`src/rtl/svpwm_pkg.sv`:
```
// shared types and constants for the space-vector duty generator
// used by svpwm_ctrl, svpwm_dp and svpwm_sector_duty_gen; no dependencies
package svpwm_pkg;

    localparam int PERIOD_W   = 13;
    localparam int DUTY_W     = 13;
    localparam int IQ_W       = 16;
    localparam int TIME_W     = 16;
    localparam int PROD_W     = 33;
    localparam int MOP_W      = 20;
    localparam int Q_SHIFT    = 15;
    localparam int PRE_SHIFT  = 11;
    localparam int POST_SHIFT = 19;
    localparam int DIV_STEPS  = 13;
    localparam int DIV_CNT_W  = $clog2(DIV_STEPS);

    localparam logic [PERIOD_W-1:0]   PERIOD_RESET  = 13'd2000;
    localparam logic signed [IQ_W-1:0] INV_SQRT3_Q15 = 16'sd18919;

    typedef enum logic [2:0] {
        SECTOR_1 = 3'd1,
        SECTOR_2 = 3'd2,
        SECTOR_3 = 3'd3,
        SECTOR_4 = 3'd4,
        SECTOR_5 = 3'd5,
        SECTOR_6 = 3'd6
    } t_sector;

    typedef struct packed {
        logic load;
        logic calc_ab;
        logic calc_x;
        logic mul_ta;
        logic mul_tb;
        logic check;
        logic div_load_a;
        logic div_load_b;
        logic div_step;
        logic div_store_a;
        logic div_store_b;
        logic result;
    } t_dp_cmd;

    typedef struct packed {
        logic over;
        logic out_free;
    } t_dp_status;

endpackage

```
`src/rtl/svpwm_ctrl.sv`:
```
// sequencing state machine for the duty generator
// depends on svpwm_pkg for the command and status structs
module svpwm_ctrl (
    input  logic                    i_clk,
    input  logic                    i_rst_n,
    input  logic                    i_in_valid,
    output logic                    o_in_ready,
    input  svpwm_pkg::t_dp_status   i_status,
    output svpwm_pkg::t_dp_cmd      o_cmd
);

    typedef enum logic [3:0] {
        S_IDLE,
        S_AB,
        S_X,
        S_MTA,
        S_MTB,
        S_CHK,
        S_DLA,
        S_DA,
        S_SA,
        S_DLB,
        S_DB,
        S_SB,
        S_DUTY
    } t_state;

    t_state r_state, n_state;
    logic [svpwm_pkg::DIV_CNT_W-1:0] r_step, n_step;
    logic w_last;

    assign w_last     = (r_step == svpwm_pkg::DIV_CNT_W'(svpwm_pkg::DIV_STEPS - 1));
    assign o_in_ready = i_rst_n && (r_state == S_IDLE);

    always_comb begin
        n_state = r_state;
        n_step  = r_step;
        o_cmd   = '0;
        case (r_state)
            S_IDLE: begin
                if (i_in_valid) begin
                    o_cmd.load = 1'b1;
                    n_state    = S_AB;
                end
            end
            S_AB: begin
                o_cmd.calc_ab = 1'b1;
                n_state       = S_X;
            end
            S_X: begin
                o_cmd.calc_x = 1'b1;
                n_state      = S_MTA;
            end
            S_MTA: begin
                o_cmd.mul_ta = 1'b1;
                n_state      = S_MTB;
            end
            S_MTB: begin
                o_cmd.mul_tb = 1'b1;
                n_state      = S_CHK;
            end
            S_CHK: begin
                o_cmd.check = 1'b1;
                n_state     = i_status.over ? S_DLA : S_DUTY;
            end
            S_DLA: begin
                o_cmd.div_load_a = 1'b1;
                n_step           = '0;
                n_state          = S_DA;
            end
            S_DA: begin
                o_cmd.div_step = 1'b1;
                n_step         = r_step + 1'b1;
                if (w_last) begin
                    n_state = S_SA;
                end
            end
            S_SA: begin
                o_cmd.div_store_a = 1'b1;
                n_state           = S_DLB;
            end
            S_DLB: begin
                o_cmd.div_load_b = 1'b1;
                n_step           = '0;
                n_state          = S_DB;
            end
            S_DB: begin
                o_cmd.div_step = 1'b1;
                n_step         = r_step + 1'b1;
                if (w_last) begin
                    n_state = S_SB;
                end
            end
            S_SB: begin
                o_cmd.div_store_b = 1'b1;
                n_state           = S_DUTY;
            end
            S_DUTY: begin
                // hold here while the previous result still waits at the output
                if (i_status.out_free) begin
                    o_cmd.result = 1'b1;
                    n_state      = S_IDLE;
                end
            end
            default: begin
                n_state = S_IDLE;
            end
        endcase
    end

    always_ff @(posedge i_clk) begin
        if (!i_rst_n) begin
            r_state <= S_IDLE;
            r_step  <= '0;
        end else begin
            r_state <= n_state;
            r_step  <= n_step;
        end
    end

endmodule

```
`src/rtl/svpwm_dp.sv`:
```
// datapath: sector decode, shared multiplier, restoring divider, duty build
// depends on svpwm_pkg for widths, constants and the command/status structs
module svpwm_dp (
    input  logic                                   i_clk,
    input  logic                                   i_rst_n,
    input  svpwm_pkg::t_dp_cmd                     i_cmd,
    output svpwm_pkg::t_dp_status                  o_status,
    input  logic        [svpwm_pkg::PERIOD_W-1:0]  i_period,
    input  logic signed [svpwm_pkg::IQ_W-1:0]      i_alpha,
    input  logic signed [svpwm_pkg::IQ_W-1:0]      i_beta,
    output logic                                   o_valid,
    input  logic                                   i_ready,
    output logic        [svpwm_pkg::DUTY_W-1:0]    o_duty_a,
    output logic        [svpwm_pkg::DUTY_W-1:0]    o_duty_b,
    output logic        [svpwm_pkg::DUTY_W-1:0]    o_duty_c,
    output logic        [2:0]                      o_sector,
    output logic                                   o_overmodulated,
    output logic        [31:0]                     o_overmod_total
);

    localparam int PW = svpwm_pkg::PROD_W;
    localparam int TW = svpwm_pkg::TIME_W;
    localparam int DW = svpwm_pkg::DUTY_W;
    localparam int NS = svpwm_pkg::DIV_STEPS;

    logic signed [15:0] r_alpha, r_beta;
    logic signed [31:0] r_a, r_b1;
    logic signed [32:0] r_xa, r_xb;
    svpwm_pkg::t_sector r_sector;
    logic [TW-1:0]      r_ta, r_tb;
    logic [TW:0]        r_sum;
    logic               r_over;
    logic [TW-1:0]      r_rem;
    logic [NS-1:0]      r_quo;
    logic [31:0]        r_cnt;
    logic               r_out_valid;
    logic [DW-1:0]      r_duty_a, r_duty_b, r_duty_c;
    svpwm_pkg::t_sector r_sec_out;
    logic               r_over_out;
    logic [31:0]        r_total;

    logic signed [32:0] w_a, w_b1, w_b2, w_nb1;
    svpwm_pkg::t_sector w_sector;
    logic signed [32:0] w_xa, w_xb;
    logic [svpwm_pkg::MOP_W-1:0] w_op;
    logic [PW-1:0]      w_prod;
    logic [TW:0]        w_sum;
    logic               w_over;
    logic [TW:0]        w_trial;
    logic               w_ge;
    logic [TW:0]        w_hi_full;
    logic [DW-1:0]      w_hi, w_mid, w_lo;
    logic [DW-1:0]      w_da, w_db, w_dc;

    // sector and active-vector expressions in Q30
    assign w_a   = {r_a[31], r_a};
    assign w_b1  = {r_b1[31], r_b1};
    assign w_b2  = {r_b1, 1'b0};
    assign w_nb1 = -w_b1;

    always_comb begin
        if (!r_beta[15]) begin
            if (!r_alpha[15]) begin
                w_sector = (w_b1 >= w_a) ? svpwm_pkg::SECTOR_2 : svpwm_pkg::SECTOR_1;
            end else begin
                w_sector = (w_nb1 >= w_a) ? svpwm_pkg::SECTOR_3 : svpwm_pkg::SECTOR_2;
            end
        end else begin
            if (!r_alpha[15]) begin
                w_sector = (w_nb1 >= w_a) ? svpwm_pkg::SECTOR_5 : svpwm_pkg::SECTOR_6;
            end else begin
                w_sector = (w_b1 >= w_a) ? svpwm_pkg::SECTOR_4 : svpwm_pkg::SECTOR_5;
            end
        end
    end

    always_comb begin
        case (w_sector)
            svpwm_pkg::SECTOR_1: begin w_xa = w_a - w_b1;  w_xb = w_b2;        end
            svpwm_pkg::SECTOR_2: begin w_xa = w_b1 - w_a;  w_xb = w_a + w_b1;  end
            svpwm_pkg::SECTOR_3: begin w_xa = w_b2;        w_xb = w_nb1 - w_a; end
            svpwm_pkg::SECTOR_4: begin w_xa = -w_b2;       w_xb = w_b1 - w_a;  end
            svpwm_pkg::SECTOR_5: begin w_xa = w_nb1 - w_a; w_xb = w_a - w_b1;  end
            default:             begin w_xa = w_a + w_b1;  w_xb = -w_b2;       end
        endcase
    end

    // one shared multiplier: active times, then rescale numerators
    always_comb begin
        w_op = '0;
        if (i_cmd.mul_ta) begin
            w_op = r_xa[32] ? '0 : r_xa[30:svpwm_pkg::PRE_SHIFT];
        end else if (i_cmd.mul_tb) begin
            w_op = r_xb[32] ? '0 : r_xb[30:svpwm_pkg::PRE_SHIFT];
        end else if (i_cmd.div_load_a) begin
            w_op = {4'd0, r_ta};
        end else if (i_cmd.div_load_b) begin
            w_op = {4'd0, r_tb};
        end
    end

    assign w_prod = PW'(w_op) * PW'(i_period);

    assign w_sum  = {1'b0, r_ta} + {1'b0, r_tb};
    assign w_over = (w_sum > {4'd0, i_period});

    // restoring divide step; remainder stays below the sum
    assign w_trial = {r_rem, r_quo[NS-1]};
    assign w_ge    = (w_trial >= r_sum);

    // centred compare values, modulo the duty width
    assign w_hi_full = {4'd0, i_period} + {1'b0, r_ta} + {1'b0, r_tb};
    assign w_hi      = w_hi_full[DW:1];
    assign w_mid     = w_hi - r_ta[DW-1:0];
    assign w_lo      = w_mid - r_tb[DW-1:0];

    always_comb begin
        case (r_sector)
            svpwm_pkg::SECTOR_1: begin w_da = w_hi;  w_db = w_mid; w_dc = w_lo;  end
            svpwm_pkg::SECTOR_2: begin w_da = w_mid; w_db = w_hi;  w_dc = w_lo;  end
            svpwm_pkg::SECTOR_3: begin w_da = w_lo;  w_db = w_hi;  w_dc = w_mid; end
            svpwm_pkg::SECTOR_4: begin w_da = w_lo;  w_db = w_mid; w_dc = w_hi;  end
            svpwm_pkg::SECTOR_5: begin w_da = w_mid; w_db = w_lo;  w_dc = w_hi;  end
            default:             begin w_da = w_hi;  w_db = w_lo;  w_dc = w_mid; end
        endcase
    end

    assign o_status.over     = w_over;
    assign o_status.out_free = !r_out_valid || i_ready;

    always_ff @(posedge i_clk) begin
        if (i_cmd.load) begin
            r_alpha <= i_alpha;
            r_beta  <= i_beta;
        end
        if (i_cmd.calc_ab) begin
            r_a  <= {r_alpha[15], r_alpha, svpwm_pkg::Q_SHIFT'(0)};
            r_b1 <= r_beta * svpwm_pkg::INV_SQRT3_Q15;
        end
        if (i_cmd.calc_x) begin
            r_xa     <= w_xa;
            r_xb     <= w_xb;
            r_sector <= w_sector;
        end
        if (i_cmd.mul_ta) begin
            r_ta <= {2'd0, w_prod[PW-1:svpwm_pkg::POST_SHIFT]};
        end
        if (i_cmd.mul_tb) begin
            r_tb <= {2'd0, w_prod[PW-1:svpwm_pkg::POST_SHIFT]};
        end
        if (i_cmd.check) begin
            r_sum  <= w_sum;
            r_over <= w_over;
        end
        if (i_cmd.div_load_a || i_cmd.div_load_b) begin
            r_rem <= w_prod[NS+TW-1:NS];
            r_quo <= w_prod[NS-1:0];
        end
        if (i_cmd.div_step) begin
            r_rem <= w_ge ? TW'(w_trial - r_sum) : w_trial[TW-1:0];
            r_quo <= {r_quo[NS-2:0], w_ge};
        end
        if (i_cmd.div_store_a) begin
            r_ta <= {3'd0, r_quo};
        end
        if (i_cmd.div_store_b) begin
            r_tb <= {3'd0, r_quo};
        end
        if (i_cmd.result) begin
            r_duty_a   <= w_da;
            r_duty_b   <= w_db;
            r_duty_c   <= w_dc;
            r_sec_out  <= r_sector;
            r_over_out <= r_over;
            r_total    <= r_cnt;
        end
    end

    always_ff @(posedge i_clk) begin
        if (!i_rst_n) begin
            r_cnt       <= '0;
            r_out_valid <= 1'b0;
        end else begin
            if (i_cmd.check && w_over && (r_cnt != '1)) begin
                r_cnt <= r_cnt + 32'd1;
            end
            if (i_cmd.result) begin
                r_out_valid <= 1'b1;
            end else if (i_ready) begin
                r_out_valid <= 1'b0;
            end
        end
    end

    assign o_valid         = r_out_valid;
    assign o_duty_a        = r_duty_a;
    assign o_duty_b        = r_duty_b;
    assign o_duty_c        = r_duty_c;
    assign o_sector        = r_sec_out;
    assign o_overmodulated = r_over_out;
    assign o_overmod_total = r_total;

endmodule

```
`src/rtl/svpwm_sector_duty_gen.sv`:
```
// top level of the six-sector space-vector duty generator
// instantiates svpwm_ctrl and svpwm_dp, holds the period register; uses svpwm_pkg
//
// usage
//   input channel: i_valid / o_ready carry one Q15 alpha/beta vector per transaction
//   output channel: o_valid / i_ready carry the three phase compare values, the
//     sector, the overmodulation flag and the running overmodulation count
//   config: i_cfg_we writes i_cfg_data into the pwm period at the clock edge; the
//     user must write it only while the block is idle, the block does not enforce it
// sequencing
//   a vector in the linear range passes the calc, multiply, check and result states
//   an overmodulated vector adds the rescale: two 13-step restoring divisions
//     on one shared divider plus their load and store states, before o_valid rises
//   one vector is in work at a time; a new vector is taken only after the
//     previous one has reached the output register
// reset
//   period returns to 2000, the overmodulation count clears, both channels idle
// stall
//   the result sits in an output register; a new vector is taken while it
//   waits, and that vector stops before its own result until the register frees
module svpwm_sector_duty_gen (
    input  logic                                  i_clk,
    input  logic                                  i_rst_n,
    input  logic                                  i_valid,
    output logic                                  o_ready,
    input  logic signed [svpwm_pkg::IQ_W-1:0]     i_alpha,
    input  logic signed [svpwm_pkg::IQ_W-1:0]     i_beta,
    output logic                                  o_valid,
    input  logic                                  i_ready,
    output logic        [svpwm_pkg::DUTY_W-1:0]   o_duty_a,
    output logic        [svpwm_pkg::DUTY_W-1:0]   o_duty_b,
    output logic        [svpwm_pkg::DUTY_W-1:0]   o_duty_c,
    output logic        [2:0]                     o_sector,
    output logic                                  o_overmodulated,
    output logic        [31:0]                    o_overmod_total,
    input  logic                                  i_cfg_we,
    input  logic        [svpwm_pkg::PERIOD_W-1:0] i_cfg_data
);

    // carrier period, full-scale compare value
    logic [svpwm_pkg::PERIOD_W-1:0] r_period;

    svpwm_pkg::t_dp_cmd    w_cmd;
    svpwm_pkg::t_dp_status w_status;

    always_ff @(posedge i_clk) begin
        if (!i_rst_n) begin
            r_period <= svpwm_pkg::PERIOD_RESET;
        end else if (i_cfg_we) begin
            r_period <= i_cfg_data;
        end
    end

    // sequencer: accepts a vector only in its idle state
    svpwm_ctrl u_ctrl (
        .i_clk      (i_clk),
        .i_rst_n    (i_rst_n),
        .i_in_valid (i_valid),
        .o_in_ready (o_ready),
        .i_status   (w_status),
        .o_cmd      (w_cmd)
    );

    // arithmetic and output register
    svpwm_dp u_dp (
        .i_clk           (i_clk),
        .i_rst_n         (i_rst_n),
        .i_cmd           (w_cmd),
        .o_status        (w_status),
        .i_period        (r_period),
        .i_alpha         (i_alpha),
        .i_beta          (i_beta),
        .o_valid         (o_valid),
        .i_ready         (i_ready),
        .o_duty_a        (o_duty_a),
        .o_duty_b        (o_duty_b),
        .o_duty_c        (o_duty_c),
        .o_sector        (o_sector),
        .o_overmodulated (o_overmodulated),
        .o_overmod_total (o_overmod_total)
    );

endmodule

```
`config.mk`:
```
export PLATFORM = sky130hd
export DESIGN_NAME = svpwm_sector_duty_gen
export DESIGN_NICKNAME = d
export VERILOG_FILES = /design/src/rtl/svpwm_pkg.sv /design/src/rtl/svpwm_ctrl.sv /design/src/rtl/svpwm_dp.sv /design/src/rtl/svpwm_sector_duty_gen.sv
export SDC_FILE = /design/constraint.sdc
export NUM_CORES = 2
export LEC_CHECK = 0
export ABC_AREA = 1
export BUFFER_PORTS_ARGS = -buffer_cell sky130_fd_sc_hd__buf_4
export CAP_MARGIN = 15
export CORE_MARGIN = 4
export CORE_UTILIZATION = 30
export DETAILED_ROUTE_END_ITERATION = 8
export GPL_ROUTABILITY_DRIVEN = 0
export SYNTH_ARGS = -nofsm -noshare
export SYNTH_HDL_FRONTEND = slang
export SYNTH_SLANG_ARGS = --single-unit
```
`constraint.sdc`:
```
create_clock -name i_clk -period 14.4 [get_ports i_clk]
set_input_delay 2.88 -clock i_clk [delete_from_list [all_inputs] [get_ports i_clk]]
set_output_delay 2.88 -clock i_clk [all_outputs]
set_load 0.05 [all_outputs]
```
==> run_results.csv <==
group,metric,value,unit
critical_path,critical_path.max_stage_delay,760,ps
critical_path,r2r_cells,28,
clocking,cts_max_level,2,
sta,setup_viol,0,
grt,grt_usage,17.2,%
logic_synthesis,synth_commonest_cells,"nand2_1 (1086), inv_1 (869), ha_1 (347), fa_1 (320), nor2_1 (291)",
sta,timing.final.hold_violations,0,
pwr,powerDensity,252,nW/um^2
logic_synthesis,synth_top_area_cell,"edfxtp_1",
pwr,ir_drop,0.307,mV
critical_path,reg2reg_slack,6460,ps
worst_hold_path,hold-path-cell-count,0,
worst_hold_path,min_from,"u_dp.r_over",
sta,worst_pin_slew,1200,ps
grt,antenna_found_initial,1,
grt,grt_pass1_wl,174000,um
grt,grt_util_met1,22.8,%
grt,top_usage_layer,"met2",
clocking,path_clk_slew,60,ps
sta,relSlewSlack,19.7,%
route,vias,31165,
critical_path,critPathCaptureType,"flip-flop",
logic_synthesis,synth-seq-area-share,25.1,%
grt,grt_max_degree,76,
logic_synthesis,synthCells,4648,
sta,max_freq,126,MHz
clocking,cts.repair.resized,0,
critical_path,path_buf_inv,7,
sta,finalCritPeriodShare,55.2,%
route,drc,0,
route,ant_nets,0,
worst_hold_path,hold_path_class,"flip-flop to flip-flop",
logic_synthesis,synthFlopType,"edfxtp_1",
route,drtPass1Iterations,6,
grt,grt_util_met2,28.1,%
floorplan,start_util,30.2,%
layout,final_cells,6367,
floorplan,io_pins,127,
critical_path,start_kind,"flip-flop",
clocking,clk_latency,610,ps
layout,area_growth,10.8,%
sta,rsz0062_at_grt,"no",
sta,period_minus_slack,7940,ps
critical_path,crit_fanout,14,
sta,finalMaxSlewViolations,0,
logic_synthesis,synth_cell_types,55,
critical_path,worstPathRequired,14700,ps
critical_path,critical_path_class,"flip-flop to flip-flop",
job,cap_violations,0,
sta,tns,0,ps
clocking,clockBufferDepth,3,
critical_path,r2r_start,"u_ctrl.r_state[2]",
critical_path,crit_arrival,8250,ps
pwr,p_leak,19.7,nW
logic_synthesis,syn_nets,5365,
layout,fillers,12814,
floorplan,placementRows,128,
floorplan,core,122000,sq um
clocking,cts-root-buf,"clkbuf_16",
logic_synthesis,synthesis.area,36900,sq um
grt,grt_pass1_vias,30922,
placed_design,dp_hpwl,88800,um
route,routedWlPerCell,17.5,um
logic_synthesis,synth-edff-count,271,
clocking,cts_hold_buffers,0,
critical_path,path_delay_family,"adder cells",
layout,diodes,0,
placed_design,dp.cells,6294,
logic_synthesis,synth_top_area_share,22.1,%
critical_path,cp_slowest_cell,"nor2_1",
logic_synthesis,async_reset_ff_share,0,%
route,drt-initial-drc-count,2596,
logic_synthesis,syn-mean-instance-area,7.93,sq um
route,routed_via_density,4.89,
placed_design,buffer_ports.inserted,126,
clocking,cts_tree,"done",
grt,overflow,0,
critical_path,timing.rr.end,"u_dp.r_ta[2]",
grt,grtUsageMet3,2.67,%
floorplan,dieWidth,358,um
floorplan,die-area,129000,sq um
route,wl,111000,um
logic_synthesis,yosysWarnings,0,
clocking,post-cts-setup-buffers,0,
clocking,cts_buffers,39,
layout,nets,5428,
worst_hold_path,worstHoldEndpoint,"u_dp.o_overmodulated",
logic_synthesis,synth.area.top_cells,"edfxtp_1 (22%), fa_1 (17%), ha_1 (12%)",
logic_synthesis,synth_most_common_cell,"nand2_1",
status,status,"finished, final reports clean",
sta,clock_skew,40.0,ps
floorplan,die_h,358,um
layout,drive_gt1_share,6.37,%
clocking,cts_sinks,327,
logic_synthesis,ys_ff_latch,327,
[per-stage QoR]
step                instance area, sq um  hold WS (ps)  power (mW)  setup WS, ps  utilization, %
floorplan                          36900           400        7.44          7650               -
global placement                   39500           402        9.10          6720            32.4
detailed placement                 39500           406        9.19          6570            32.4
CTS                                40800           419        10.3          6560            33.5
global route                       40800           424        11.5          5940            33.5
finish                             40800           418        10.3          6460            33.5
[area by class of cell]
cell class | count | area [sq um] | share of cell area [%]
Multi-Input combinational cell | 3307 | 23700 | 58.1
Inverter | 880 | 3300 | 8.09
Sequential cell | 327 | 9260 | 22.7
Tap cell | 1625 | 2030 | 4.98
Timing Repair Buffer | 156 | 1190 | 2.92
Clock inverter | 25 | 277 | 0.677
Clock buffer | 47 | 1060 | 2.59
[worst max path at each step]
stage,startpoint,end,slack (ps),cells past startpoint
after detailed placement,u_ctrl.r_state[2],u_dp.r_ta[2],6570,28
after global routing,u_ctrl.r_state[2],u_dp.r_ta[2],5940,28
after CTS,u_ctrl.r_state[2],u_dp.r_ta[2],6560,28
after global placement,u_ctrl.r_state[2],u_dp.r_ta[2],6720,28
final,u_ctrl.r_state[2],u_dp.r_ta[2],6460,28
after floorplan,i_rst_n,o_ready,7650,3
[sequential cells by signal (all words and copies together), names as in the netlist, 14 cells and up]
name and cells:
u_dp.r_xb 21, u_dp.r_cnt 32, u_dp.r_xa 21, u_dp.r_sum 15, u_dp.o_overmod_total 32, u_dp.r_rem 16
u_dp.r_a 16, u_dp.r_b1 32, u_dp.r_ta 14, u_dp.r_tb 14, u_dp.r_beta 16, u_dp.r_alpha 16
[per-layer routing]
layer,vias up,wire length (um)
li1,14950,-
met1,14754,47000
met2,1205,51100
met3,256,8370
met4,0,4940
met5,-,0
[layout by cell type, fill, tap and decap left out, types with 5 or more instances in the layout]
cell type	synthesis	layout
ha_1	347	347
o221ai_1	6	6
xor2_1	137	137
clkinv_1	2	7
o211ai_1	16	16
nor4_1	10	10
nor3_1	41	41
nor2_2	11	12
o22ai_1	5	5
a31oi_1	12	12
xnor2_1	61	61
fa_1	320	320
nand2_2	14	14
o21bai_1	20	20
nor2_4	6	11
dfxtp_1	56	56
or2_2	15	15
a221o_1	13	13
inv_1	869	869
a21oi_1	266	266
o21a_1	6	6
buf_4	10	155
clkinv_2	0	5
nand2_1	1086	1086
nand3b_1	9	9
nor2_1	291	285
inv_2	9	9
o21ai_0	203	203
edfxtp_1	271	271
o21ai_1	17	15
nand2_4	5	5
nand4_1	67	67
nand3_1	264	264
clkbuf_16	0	40
a21boi_0	5	5
a21o_1	22	22
o21ai_2	3	5
[cells by family (layout without fill, tap and decap cells)]
| family | Yosys count | after routing | synth area share (%) |
|---|---|---|---|
| xor gates and xnor gates | 199 | 199 | 4.75 |
| AOI/OAI and AO/OA | 611 | 611 | 9.29 |
| adders and majority gates | 667 | 667 | 29.2 |
| buffers and inverters | 1014 | 1108 | 10.7 |
| and+or+nand+nor | 1830 | 1830 | 21.0 |
| DFF | 327 | 327 | 25.1 |
[power by group]
part           internal, mW  total (mW)  switching [mW]
Combinational          2.75        7.53            4.78
Clock                 0.590        1.04           0.453
Sequential             1.55        1.72           0.168
(Power assumes the default switching activity.)
